`config.mk`:
```
export PLATFORM = sky130hd
export DESIGN_NAME = nitb_queue
export DESIGN_NICKNAME = d
export VERILOG_FILES = /design/src/sv/nitb_pkg.sv /design/src/sv/nitb_queue.sv
export SDC_FILE = /design/constraint.sdc
export NUM_CORES = 1
export LEC_CHECK = 0
export ABC_AREA = 1
export BUFFER_PORTS_ARGS = -buffer_cell sky130_fd_sc_hd__buf_2
export CAP_MARGIN = 10
export CORE_MARGIN = 4
export CORE_UTILIZATION = 35
export DETAILED_ROUTE_END_ITERATION = 10
export SLEW_MARGIN = 10
export SYNTH_ARGS = -nofsm -noshare
export SYNTH_HDL_FRONTEND = slang
export SYNTH_SLANG_ARGS = --single-unit
```
`constraint.sdc`:
```
create_clock -name i_clk -period 9.2 [get_ports i_clk]
set_input_delay 0 -clock i_clk [delete_from_list [all_inputs] [get_ports i_clk]]
set_output_delay 0 -clock i_clk [all_outputs]
set_load 0.02 [all_outputs]
```
`src/sv/nitb_pkg.sv`:
```
package nitb_pkg;

    localparam int NITB_NUM_TIMERS = 16;

    localparam int IDX_W   = 4;
    localparam int TIME_W  = 63;
    localparam int DEPTH_W = 16;

    localparam logic [DEPTH_W-1:0] DEPTH_MAX = {DEPTH_W{1'b1}};
    localparam logic [TIME_W-1:0]  TIME_MAX  = {TIME_W{1'b1}};

    // opcodes
    localparam logic [1:0] OP_START  = 2'd0;
    localparam logic [1:0] OP_STOP   = 2'd1;
    localparam logic [1:0] OP_REPORT = 2'd2;

    // result status codes
    localparam logic [1:0] ST_OK       = 2'd0;
    localparam logic [1:0] ST_IGNORED  = 2'd1;
    localparam logic [1:0] ST_ROLLBACK = 2'd2;
    localparam logic [1:0] ST_REGRESS  = 2'd3;

    // item classes decided by the front end
    localparam logic [2:0] K_START     = 3'd0;
    localparam logic [2:0] K_STOP      = 3'd1;
    localparam logic [2:0] K_REPORT    = 3'd2;
    localparam logic [2:0] K_IGNORE    = 3'd3;
    localparam logic [2:0] K_OUT_RANGE = 3'd4;

    typedef struct packed {
        logic [2:0]        kind;
        logic [IDX_W-1:0]  idx;
        logic [TIME_W-1:0] now;
    } t_item;

    typedef struct packed {
        logic push;
        logic pop;
    } t_q_ctrl;

    typedef struct packed {
        logic full;
        logic empty;
    } t_q_stat;

    // 63-bit sum, saturated
    function automatic logic [TIME_W-1:0] sat_add(input logic [TIME_W-1:0] a,
                                                  input logic [TIME_W-1:0] b);
        logic [TIME_W:0] s;
        s = {1'b0, a} + {1'b0, b};
        return s[TIME_W] ? TIME_MAX : s[TIME_W-1:0];
    endfunction

endpackage

```
`src/sv/nitb_queue.sv`:
```
module nitb_queue
    import nitb_pkg::*;
(
    input  logic    i_clk,
    input  logic    i_rst_n,
    input  t_q_ctrl i_ctrl,
    input  t_item   i_item,
    output t_item   o_item,
    output t_q_stat o_stat
);

    t_item      r_mem [2];
    logic       r_wp;
    logic       r_rp;
    logic [1:0] r_count;
    logic [1:0] n_count;

    assign o_stat.full  = (r_count == 2'd2);
    assign o_stat.empty = (r_count == 2'd0);
    assign o_item       = r_mem[r_rp];

    always_comb begin
        n_count = r_count;
        if (i_ctrl.push && !i_ctrl.pop) begin
            n_count = r_count + 2'd1;
        end else if (!i_ctrl.push && i_ctrl.pop) begin
            n_count = r_count - 2'd1;
        end
    end

    always_ff @(posedge i_clk) begin
        if (!i_rst_n) begin
            r_wp    <= 1'b0;
            r_rp    <= 1'b0;
            r_count <= 2'd0;
        end else begin
            r_count <= n_count;
            if (i_ctrl.push) begin
                r_wp <= ~r_wp;
            end
            if (i_ctrl.pop) begin
                r_rp <= ~r_rp;
            end
        end
    end

    always_ff @(posedge i_clk) begin
        if (i_ctrl.push) begin
            r_mem[r_wp] <= i_item;
        end
    end

endmodule

```
==> impl_metrics.py <==
metrics = {
    "finish": {
        "post_route_cells_drive_above_1_share_pct": 50.00,
        "n_fill_cell": 1338,
        "sequential_cell_area_um2": 4308,
        "layout_common_cells": "sky130_fd_sc_hd__buf_2 (145), sky130_fd_sc_hd__edfxtp_1 (140), sky130_fd_sc_hd__dlygate4sd3_1 (75)",
        "nets_final": 562,
        "num_antenna_cells": 0,
        "commonest_non_fill_non_tap_cell_in_the_layout": "sky130_fd_sc_hd__buf_2",
        "area_of_combinational_cells_with_multiple_inputs_um2": 1156,
        "fin_util_pct": 49.34,
        "flow.area_growth_from_synthesis_pct": 38.60,
    },
    "critical_path": {
        "crit_type": "reg -> out",
        "critical_path.reg2reg.startpoint": "r_wp$_SDFFE_PN0P_",
        "worst_r2r_path_cells": 2,
        "path_buf_inv": 2,
        "path_cells": "buf_4, mux2_4, buf_2",
        "cp_data_arrival_time_ns": 2.40,
        "critical_path.slowest_cell": "sky130_fd_sc_hd__dfxtp_4",
        "critical_path.endpoint_type": "primary output",
        "critPathMaxStageDelay_ns": 0.76,
        "crit_path_start_kind": "flop",
        "end_of_the_worst_register_to_register_path": "r_mem[0][37]$_DFFE_PP_",
        "critical_path_peak_fanout": 38,
        "required_ns": 9.20,
        "setup.reg_to_reg.worst_slack_ns": 7.21,
        "worst_path_dominant_cell_family": "buffers and inverters",
    },
    "sta": {
        "post-route-min-period_ns": 2.397,
        "max_frequency_mhz": 417.2,
        "timing.final.max_slew_violations": 0,
        "worst_slew_pin_slew_ns": 0.7395,
        "fin_crit_sh_pct": 26.05,
        "fin_tns_setup_ns": 0,
        "unrepaired_setup_endpoints_after_global_routing": "false",
        "setup_violations": 0,
        "slew-limit-headroom_pct": 50.59,
        "timing_hold_violations_final": 0,
        "skew_ns": 0.005266,
    },
    "route": {
        "1st_pass_router_iterations": 4,
        "drt_iter0_markers": 138,
        "detail_route.vias_per_cell": 4.270,
        "avgRoutedWirePerCell_um": 14.94,
        "routed-via-count": 3057,
        "drt_drc_violations_left": 0,
        "routed_wire_length_um": 10700,
        "postRouteAntennaNets": 0,
    },
    "clock_network": {
        "post_cts.repair.setup_buffers": 0,
        "clock_tree.htree_level_count": 4,
        "cts.sinks": 145,
        "insertion_delay_ns": 0.41,
        "cts-root-to-sink-buffers": 2,
        "cts_inserted_buffers": 17,
        "cts.reportedPaths.clkPinSlew_ns": 0.06,
        "cts_tree": "yes",
        "clock-root-buffer": "sky130_fd_sc_hd__clkbuf_16",
    },
    "synthesis": {
        "yosys-top-cells-area": "sky130_fd_sc_hd__edfxtp_1 (75%), sky130_fd_sc_hd__mux2_4 (19%), sky130_fd_sc_hd__buf_12 (2.5%)",
        "post-synth-top-area-fraction_pct": 74.62,
        "syn-mean-instance-area_um2": 22.27,
        "synth.yosys.seq_area_share_pct": 76.39,
        "synthesis.nets": 328,
        "synth_top_cell_by_area": "sky130_fd_sc_hd__edfxtp_1",
        "synth_area_um2": 5634,
        "post_synthesis_register_bit_count": 145,
        "synthCells": 253,
        "ys.warnings.count": 0,
        "synth.lib_cells_used.distinct": 13,
    },
    "run": {
        "cap_viol_max_count": 0,
    },
    "global_routing": {
        "grt_overflow": 0,
        "grt_max_degree": 47,
        "first_pass_grt_wire_length_um": 16610,
        "vias_in_the_first_global_route": 3288,
        "gr-usage-all-layers_pct": 12.10,
        "antenna_found_initial": 1,
    },
    "pwr": {
        "worst_ir_drop_vdd_v": 0.0001168,
        "cellLeakagePower_nw": 3.138,
        "post-layout-total-power_mw": 1.601,
        "power_density_over_cell_area_nw_per_um2": 205.1,
    },
    "placement": {
        "placement.io_buffers": 145,
        "hpwlAfterDp_um": 6687,
        "gp_congestion": 0.6720,
    },
    "floorplan": {
        "start_util_pct": 35.60,
        "io-pin-count": 146,
        "core_region_area_um2": 15830,
        "die_y_um": 134.9,
        "fp.dieArea_um2": 18190,
        "die_w_um": 134.9,
        "site_rows": 46,
    },
    "min_path": {
        "timing.hold.worst.class": "in -> reg",
        "min_delay_worst_endpoint": "r_mem[1][9]$_DFFE_PP_",
        "holdPathStages": 2,
        "hold_path.startpoint": "i_item[9]",
    },
    "outcome": {
        "status": "completed",
    },
}
synthesized netlist by cell type, drive strengths merged:
| cell | number |
|---|---|
| edfxtp | 140 |
| mux2 | 70 |
| nor2 | 9 |
| buf | 8 |
| inv | 8 |
| nand2 | 8 |
| dfxtp | 5 |
| a21oi | 1 |
| ha | 1 |
| nand3 | 1 |
| nand4 | 1 |
| o21ai | 1 |
how the worst max path moves through the flow:
stage	startpoint	to	cells past startpoint
floorplan	r_wp$_SDFFE_PN0P_	r_mem[0][0]$_DFFE_PP_	1
global placement	flop	o_item[65]	3
detailed placement	r_wp$_SDFFE_PN0P_	r_mem[0][32]$_DFFE_PP_	2
CTS	flop	o_item[65]	3
global route	flop	o_item[43]	3
finish	flop	o_item[65]	3
metrics by stage:
stage	hold slack (ns)	setup WS [ns]	std cells	instance area, µm²
finish	0.3087	6.803	716	7809
global placement	0.1874	7.172	609	6514
CTS	0.2854	6.700	716	7809
floorplan	0.09887	5.458	253	5634
detailed placement	0.1928	7.133	609	6514
global route	0.2985	6.643	716	7809
cells by family after synthesis:
logic type / count (synthesis) / share of synthesized area [%]
buffers and inverters: 16 / 3.220
DFF: 145 / 76.39
and+or+nand+nor: 19 / 1.332
adders and majority gates: 1 / 0.2220
AOI/OAI and AO/OA: 2 / 0.1775
muxes: 70 / 18.65
metal layers:
layer / part of all wire (%) / global-route usage (%) / routed length (µm) / vias to the layer above
met2: 50 / 20.01 / 5329 / 105
met4: 2.2 / 5.656 / 231 / 0
met1: 41 / 14.12 / 4415 / 1483
met5: 0 / 0 / 0 / -
li1: - / - / - / 1451
met3: 6.8 / 4.322 / 723 / 18
where the power goes:
part | internal [mW] | switching [mW] | leakage (nW)
Clock | 0.370 | 0.258 | 0.261
Combinational | 0.0981 | 0.0962 | 1.52
Sequential | 0.764 | 0.0150 | 1.36
repair_timing:
action                                 CTS  global route
endpoints found under the hold margin  145             0
hold buffers                            75             0
resized for setup                        0             0
final cells by class:
class	instances	share of cell area (%)
sequential	145	55.17
timing repair buffer	223	19.20
multi-input combinational	92	14.81
clock buffer	18	5.496
tap	216	3.461
clock inverter	14	1.474
inverter	8	0.4006
registers in the layout (all words and copies together) (netlist names), named ones only:
signal   count
r_mem      140
r_count      2
r_rp         1
r_wp         1
(Power assumes the default switching activity.)
