### src/sv/nitb_pkg.sv
package nitb_pkg;

    localparam int NITB_NUM_TIMERS = 16;

    localparam int IDX_W   = 4;
    localparam int TIME_W  = 63;
    localparam int DEPTH_W = 16;

    localparam logic [DEPTH_W-1:0] DEPTH_MAX = {DEPTH_W{1'b1}};
    localparam logic [TIME_W-1:0]  TIME_MAX  = {TIME_W{1'b1}};

    // opcodes
    localparam logic [1:0] OP_START  = 2'd0;
    localparam logic [1:0] OP_STOP   = 2'd1;
    localparam logic [1:0] OP_REPORT = 2'd2;

    // result status codes
    localparam logic [1:0] ST_OK       = 2'd0;
    localparam logic [1:0] ST_IGNORED  = 2'd1;
    localparam logic [1:0] ST_ROLLBACK = 2'd2;
    localparam logic [1:0] ST_REGRESS  = 2'd3;

    // item classes decided by the front end
    localparam logic [2:0] K_START     = 3'd0;
    localparam logic [2:0] K_STOP      = 3'd1;
    localparam logic [2:0] K_REPORT    = 3'd2;
    localparam logic [2:0] K_IGNORE    = 3'd3;
    localparam logic [2:0] K_OUT_RANGE = 3'd4;

    typedef struct packed {
        logic [2:0]        kind;
        logic [IDX_W-1:0]  idx;
        logic [TIME_W-1:0] now;
    } t_item;

    typedef struct packed {
        logic push;
        logic pop;
    } t_q_ctrl;

    typedef struct packed {
        logic full;
        logic empty;
    } t_q_stat;

    // 63-bit sum, saturated
    function automatic logic [TIME_W-1:0] sat_add(input logic [TIME_W-1:0] a,
                                                  input logic [TIME_W-1:0] b);
        logic [TIME_W:0] s;
        s = {1'b0, a} + {1'b0, b};
        return s[TIME_W] ? TIME_MAX : s[TIME_W-1:0];
    endfunction

endpackage

### src/sv/nitb_back.sv
module nitb_back
    import nitb_pkg::*;
#(
    parameter int NUM_TIMERS = NITB_NUM_TIMERS
) (
    input  logic                 i_clk,
    input  logic                 i_rst_n,
    input  t_item                i_item,
    input  t_q_stat              i_q_stat,
    output logic                 o_pop,
    output logic                 o_valid,
    output logic [1:0]           o_status,
    output logic [TIME_W-1:0]    o_total_time,
    output logic [DEPTH_W-1:0]   o_nest_depth
);

    localparam int DEPTH = (NUM_TIMERS < (1 << IDX_W)) ? NUM_TIMERS : (1 << IDX_W);
    localparam int AW    = (DEPTH > 1) ? $clog2(DEPTH) : 1;

    // timer table
    logic [DEPTH-1:0]   r_vld;
    logic [DEPTH_W-1:0] r_depth [DEPTH];
    logic [TIME_W-1:0]  r_start [DEPTH];
    logic [TIME_W-1:0]  r_acc   [DEPTH];
    logic [TIME_W-1:0]  r_last  [DEPTH];

    // execute stage
    logic                r_v;
    logic [2:0]          r_kind;
    logic [AW-1:0]       r_idx;
    logic [TIME_W-1:0]   r_now;
    logic [DEPTH_W-1:0]  r_e_depth;
    logic [TIME_W-1:0]   r_e_start;
    logic [TIME_W-1:0]   r_e_acc;
    logic [TIME_W-1:0]   r_e_last;
    logic [TIME_W-1:0]   r_elapsed;
    logic                r_before;

    logic [AW-1:0]       rd_idx;
    logic                rd_vld;
    logic [TIME_W-1:0]   rd_start;
    logic [TIME_W:0]     diff;

    logic [TIME_W-1:0]   sum;
    logic [1:0]          n_status;
    logic [TIME_W-1:0]   n_total;
    logic [DEPTH_W-1:0]  n_depth;
    logic [TIME_W-1:0]   n_start;
    logic [TIME_W-1:0]   n_acc;
    logic [TIME_W-1:0]   n_last;
    logic                n_write;

    assign o_pop    = ~r_v & ~i_q_stat.empty;
    assign rd_idx   = i_item.idx[AW-1:0];
    assign rd_vld   = r_vld[rd_idx];
    assign rd_start = rd_vld ? r_start[rd_idx] : '0;
    assign diff     = {1'b0, i_item.now} - {1'b0, rd_start};
    assign sum      = sat_add(r_e_acc, r_elapsed);

    always_comb begin
        n_status = ST_OK;
        n_total  = r_e_acc;
        n_depth  = r_e_depth;
        n_start  = r_e_start;
        n_acc    = r_e_acc;
        n_last   = r_e_last;
        n_write  = 1'b1;
        case (r_kind)
            K_START: begin
                if (r_e_depth == '0) begin
                    n_start = r_now;
                end
                if (r_e_depth != DEPTH_MAX) begin
                    n_depth = r_e_depth + DEPTH_W'(1);
                end
            end
            K_STOP: begin
                if (r_e_depth == '0) begin
                    n_status = ST_IGNORED;
                end else if (r_e_depth == DEPTH_W'(1)) begin
                    n_depth = '0;
                    if (r_before) begin
                        n_status = ST_ROLLBACK;
                    end else begin
                        n_acc   = sum;
                        n_total = sum;
                    end
                end else begin
                    n_depth = r_e_depth - DEPTH_W'(1);
                end
            end
            K_REPORT: begin
                n_total = (r_e_depth != '0) ? sum : r_e_acc;
                if (n_total < r_e_last) begin
                    n_status = ST_REGRESS;
                end
                n_last = n_total;
            end
            K_OUT_RANGE: begin
                n_status = ST_IGNORED;
                n_total  = '0;
                n_depth  = '0;
                n_write  = 1'b0;
            end
            default: begin
                n_status = ST_IGNORED;
            end
        endcase
    end

    always_ff @(posedge i_clk) begin
        if (!i_rst_n) begin
            r_v     <= 1'b0;
            o_valid <= 1'b0;
            r_vld   <= '0;
        end else begin
            o_valid <= r_v;
            if (r_v) begin
                r_v <= 1'b0;
                if (n_write) begin
                    r_vld[r_idx] <= 1'b1;
                end
            end else if (o_pop) begin
                r_v <= 1'b1;
            end
        end
    end

    always_ff @(posedge i_clk) begin
        if (o_pop) begin
            r_kind    <= i_item.kind;
            r_idx     <= rd_idx;
            r_now     <= i_item.now;
            r_e_depth <= rd_vld ? r_depth[rd_idx] : '0;
            r_e_start <= rd_start;
            r_e_acc   <= rd_vld ? r_acc[rd_idx] : '0;
            r_e_last  <= rd_vld ? r_last[rd_idx] : '0;
            r_before  <= diff[TIME_W];
            r_elapsed <= diff[TIME_W] ? '0 : diff[TIME_W-1:0];
        end
        if (r_v) begin
            o_status     <= n_status;
            o_total_time <= n_total;
            o_nest_depth <= n_depth;
            if (n_write) begin
                r_depth[r_idx] <= n_depth;
                r_start[r_idx] <= n_start;
                r_acc[r_idx]   <= n_acc;
                r_last[r_idx]  <= n_last;
            end
        end
    end

endmodule

### config.mk
export PLATFORM = sky130hd
export DESIGN_NAME = nitb_back
export DESIGN_NICKNAME = d
export VERILOG_FILES = /design/src/sv/nitb_pkg.sv /design/src/sv/nitb_back.sv
export SDC_FILE = /design/constraint.sdc
export NUM_CORES = 2
export LEC_CHECK = 0
export BUFFER_PORTS_ARGS = -buffer_cell sky130_fd_sc_hd__buf_2
export CAP_MARGIN = 20
export CORE_MARGIN = 2
export CORE_UTILIZATION = 60
export CTS_CLUSTER_SIZE = 30
export DETAILED_ROUTE_END_ITERATION = 12
export PLACE_DENSITY = 0.79
export SETUP_SLACK_MARGIN = 0.2
export SLEW_MARGIN = 20
export SYNTH_ARGS = -nofsm -noshare
export SYNTH_HDL_FRONTEND = slang
export SYNTH_SLANG_ARGS = --single-unit
### constraint.sdc
create_clock -name i_clk -period 19.6 [get_ports i_clk]
set_clock_uncertainty 0.05 [all_clocks]
set_input_delay 1.96 -clock i_clk [delete_from_list [all_inputs] [get_ports i_clk]]
set_output_delay 1.96 -clock i_clk [all_outputs]
set_load 0.03 [all_outputs]
==> implementation parameters <==
Parameter                              Value

Cells and area
  Final non-filler cell total ... 11885
  Commonest cells after routing, fill and taps aside ... 3700 x sky130_fd_sc_hd__edfxtp_1, 967 x sky130_fd_sc_hd__mux4_2, 377 x sky130_fd_sc_hd__clkbuf_16
  Nets@finish ... 8487
  Most common library cell in the layout ignoring fill and taps ... sky130_fd_sc_hd__edfxtp_1
  Proportion of layout cells with a drive suffix above 1 ... 25.02%
  Area added between synthesis and finish ... 11.42%

Clock network
  Post-CTS setup buffer count ... 0
  TritonCTS clock tree ... done
  Root cell of the clock tree ... sky130_fd_sc_hd__clkbuf_16
  Clock Pin Slew Worst Setup and Hold Paths ... 0.07 ns
  Hold_buf cts ... 0
  Clock sinks ... 3718
  Num CTS Buffers ... 375
  Deepest clock path buffer count ... 4
  Maximum level of the CTS H-tree ... 5
  Worst skew pair latency ... 1.02 ns
  CTS resizes ... 0

Setup path
  Startpoint of the most critical setup path ... i_item[64]
  Capture point of the critical path ... r_elapsed[60]
  Worst R2R Path Depth ... 21
  Endpoint of the lowest-slack register-to-register path ... o_status[1]
  Startpoint type of the worst setup path ... primary input
  Crit path DAT ... 10.23 ns
  Req. time, crit path ... 20.32 ns
  Worst setup slack for register-to-register paths ... 10.91 ns
  Critical Path Fanout Max ... 107
  Crit path capture type ... flop
  Critical setup path kind ... primary input to flop
  Crit Reg-Reg Startpoint ... r_elapsed[0]

STA
  Max frequency ... 0.1052 GHz
  Fin crit share ... 48.49%
  Number of max-slew violations in the final report ... 0
  Hold violation count in the final report ... 0
  Post-route worst hold slack ... 0.4062 ns
  Final critical delay including setup and external delays ... 9.505 ns
  Unrepaired setup endpoints after global routing ... false
  Slew of the pin with the lowest slew margin ... 1.270 ns
  Least setup slack across all paths after layout ... 10.10 ns
  Endpoints failing setup ... 0
  Total Neg Setup Slack ... 0 ns
  Slew Limit Headroom ... 14.44%

Power and ir drop
  Cell Int Power ... 0.01343 W
  VDD IR-drop max ... 0.1052 mV
  Clock Power Share ... 40.7%
  Proportion of power drawn by combinational gates ... 7.7%
  Power after layout ... 0.01738 W
  Net Switching ... 0.003947 W
  Pwr per Cell Area ... 102.0 nW/µm²
  Sequential cell fraction of total power ... 51.6%
  Sw Ratio ... 22.72%
  Leakage power summed over all cells ... 56.29 nW

Synthesis
  Cells after synthesis ... 7891
  Post-synthesis net count ... 8158
  Total of flip-flops plus latches after synthesis ... 3718
  Share of synthesized registers carrying an async set or reset ... 0%
  Warnings, synthesis ... 0
  Sequential fraction of the synthesis area ... 72.88%
  Main flop type after synthesis ... sky130_fd_sc_hd__edfxtp_1
  Syn_area_per_cell ... 19.38 µm²
  Number of unique standard cell types used by synthesis ... 91
  Number of enable flip-flop cells after synthesis ... 3700
  Synthesized area ... 152900 µm²

Global routing
  Pin count of the biggest net entering global routing ... 117
  Wire length of the first global-routing pass ... 586.9 mm
  Total overflow reported by the global router ... 0
  Initial antenna violation count ... 29
  Total global-route track usage ... 31.75%
  Vias in the first global route ... 82760

Status
  Violations in the final reports ... DRC
  Run status ... finished with violations

Placement
  # placed instances ... 11202
  IO buf count ... 155
  Pre-CTS setup slack ... 9.121 ns
  Half-perimeter wire length of the detailed placement result ... 221.5 mm
  Global placement routability congestion ... 0.9518

Routing
  Final antenna-violating net count ... 0
  DRC viols ... 1
  Final WL ... 411.6 mm
  Total vias in the final route ... 83667
  Vias/cell ... 7.040
  Pre-antenna DRT Iters ... 12
  DRC marker count from the first detailed-route iteration ... 12285
  Wire length per cell after detailed routing ... 34.63 µm

Floorplanning
  Row cnt ... 185
  Total Die Area ... 259000 µm²
  Die width ... 508.9 µm
  Number of ports placed on the die boundary ... 157
  Area inside the core boundary ... 253700 µm²
  Initial cell density of the core ... 60.29%
  DIE HEIGHT ... 508.9 µm

Min path
  HP Class ... flop to flop
  Hold-critical path depth ... 1

Run
  Number of maximum-capacitance constraint violations ... 0
-- synthesized netlist by cell type (19+ instances only) --
cell type                     n  area [µm²]
sky130_fd_sc_hd__mux2i_1     74       740.7
sky130_fd_sc_hd__and2_1     162        1013
sky130_fd_sc_hd__inv_1      202       758.2
sky130_fd_sc_hd__o211ai_1    88       660.6
sky130_fd_sc_hd__or3_1       19       118.9
sky130_fd_sc_hd__xor2_1      53       464.2
sky130_fd_sc_hd__o21ai_0    203        1016
sky130_fd_sc_hd__o21bai_1    26       195.2
sky130_fd_sc_hd__nand3_1     70       350.3
sky130_fd_sc_hd__buf_1      129       484.2
sky130_fd_sc_hd__a21oi_1    295        1476
sky130_fd_sc_hd__mux4_2     968       21800
sky130_fd_sc_hd__a221o_1     27       270.3
sky130_fd_sc_hd__buf_2       30       150.1
sky130_fd_sc_hd__nand4_1     52       325.3
sky130_fd_sc_hd__nor3_1      46       230.2
sky130_fd_sc_hd__xnor2_1     59       516.8
sky130_fd_sc_hd__o21a_1      29       217.7
sky130_fd_sc_hd__ha_1       191        2390
sky130_fd_sc_hd__mux2_2     152        1712
sky130_fd_sc_hd__a211oi_1    26       195.2
sky130_fd_sc_hd__nor2b_1     19       118.9
sky130_fd_sc_hd__and3_1      19       118.9
sky130_fd_sc_hd__edfxtp_1  3700      111100
sky130_fd_sc_hd__o31ai_1     22       165.2
sky130_fd_sc_hd__nand2_1    313        1175
sky130_fd_sc_hd__nor2_1     303        1137
sky130_fd_sc_hd__a31oi_1     23       143.9
sky130_fd_sc_hd__a21o_1     104       780.8
sky130_fd_sc_hd__o22ai_1     24       150.1
sky130_fd_sc_hd__clkbuf_1   253       949.7
-- registers in the layout (all words and copies together), names as in the netlist, 2 cells and up --
| signal | flops |
|---|---|
| r_start | 1008 |
| r_depth | 256 |
| o_total_time | 63 |
| r_now | 63 |
| r_e_acc | 63 |
| r_vld | 16 |
| r_last | 1008 |
| r_elapsed | 63 |
| r_idx | 4 |
| r_e_last | 63 |
| r_kind | 3 |
| o_status | 2 |
| o_nest_depth | 16 |
| r_e_start | 63 |
| r_e_depth | 16 |
| r_acc | 1008 |
-- power by group through the flow --
stage | Combinational, W | Sequential (W) | Clock, W
2_1_floorplan | 0.000827 | 0.00913 | 0
3_3_place_gp | 0.00125 | 0.00912 | 0
3_5_place_dp | 0.00129 | 0.00912 | 0
4_1_cts | 0.00131 | 0.00896 | 0.00712
5_1_grt | 0.00142 | 0.00896 | 0.00739
6_report | 0.00134 | 0.00896 | 0.00707
-- layout make-up --
cell class	instances	area (µm²)
clock inverters	232	2331
multi-input cells	3551	39340
inverters	202	758.2
well taps	3366	4212
diodes	13	32.53
flip-flops and latches	3718	111500
repair buffers	372	2624
fillers	15410	83290
clock buffers	431	9637
-- per-layer routing --
layer / up-vias / GRT usage [%] / routed length (µm)
met5: - / 0 / 159
met4: 26 / 10.62 / 14690
met3: 1048 / 8.316 / 54360
met2: 6636 / 49.73 / 195600
met1: 43035 / 44.02 / 146800
li1: 32922 / - / -
-- through the flow --
step,utilization (%),cell area (µm²)
after floorplan,-,152900
after CTS,67.09,170200
final,67.17,170400
after global routing,67.16,170400
after global placement,62.37,158200
after detailed placement,62.37,158200
-- critical path, stage by stage --
cell	delay (ns)
sky130_fd_sc_hd__buf_8	0.65
sky130_fd_sc_hd__mux4_2	0.39
sky130_fd_sc_hd__mux4_4	0.96
sky130_fd_sc_hd__buf_4	0.75
sky130_fd_sc_hd__buf_4	0.70
sky130_fd_sc_hd__o211ai_1	0.32
sky130_fd_sc_hd__ha_1	0.48
sky130_fd_sc_hd__a21oi_1	0.30
sky130_fd_sc_hd__o21bai_1	0.12
sky130_fd_sc_hd__a211oi_1	0.33
sky130_fd_sc_hd__nor2_1	0.16
sky130_fd_sc_hd__nor4_1	0.83
sky130_fd_sc_hd__o21a_1	0.38
sky130_fd_sc_hd__o21a_1	0.19
sky130_fd_sc_hd__o41a_2	0.65
sky130_fd_sc_hd__buf_4	0.57
sky130_fd_sc_hd__nor2_1	0.07
sky130_fd_sc_hd__mux2_1	0.30
-- worst min-delay path by stage --
stage           endpoint       from
2_1_floorplan  r_vld[10]  r_vld[10]
3_3_place_gp    r_vld[3]   r_vld[3]
3_5_place_dp    r_vld[6]   r_vld[6]
4_1_cts         r_vld[6]   r_vld[6]
5_1_grt        r_vld[10]  r_vld[10]
6_report        r_vld[6]   r_vld[6]
-- logic make-up (layout without fill, tap and decap cells) --
kind of cell,after synthesis,count (layout),share of synthesized area (%)
buf+inv,622,1237,1.577
xor+xnor,112,112,0.6414
fa+ha+maj,193,193,1.589
mux,1195,1195,15.87
other cells,0,13,0
flops,3718,3718,72.88
compound gates,981,981,4.099
simple gates,1070,1070,3.346
Power figures use the tool's default switching activity.
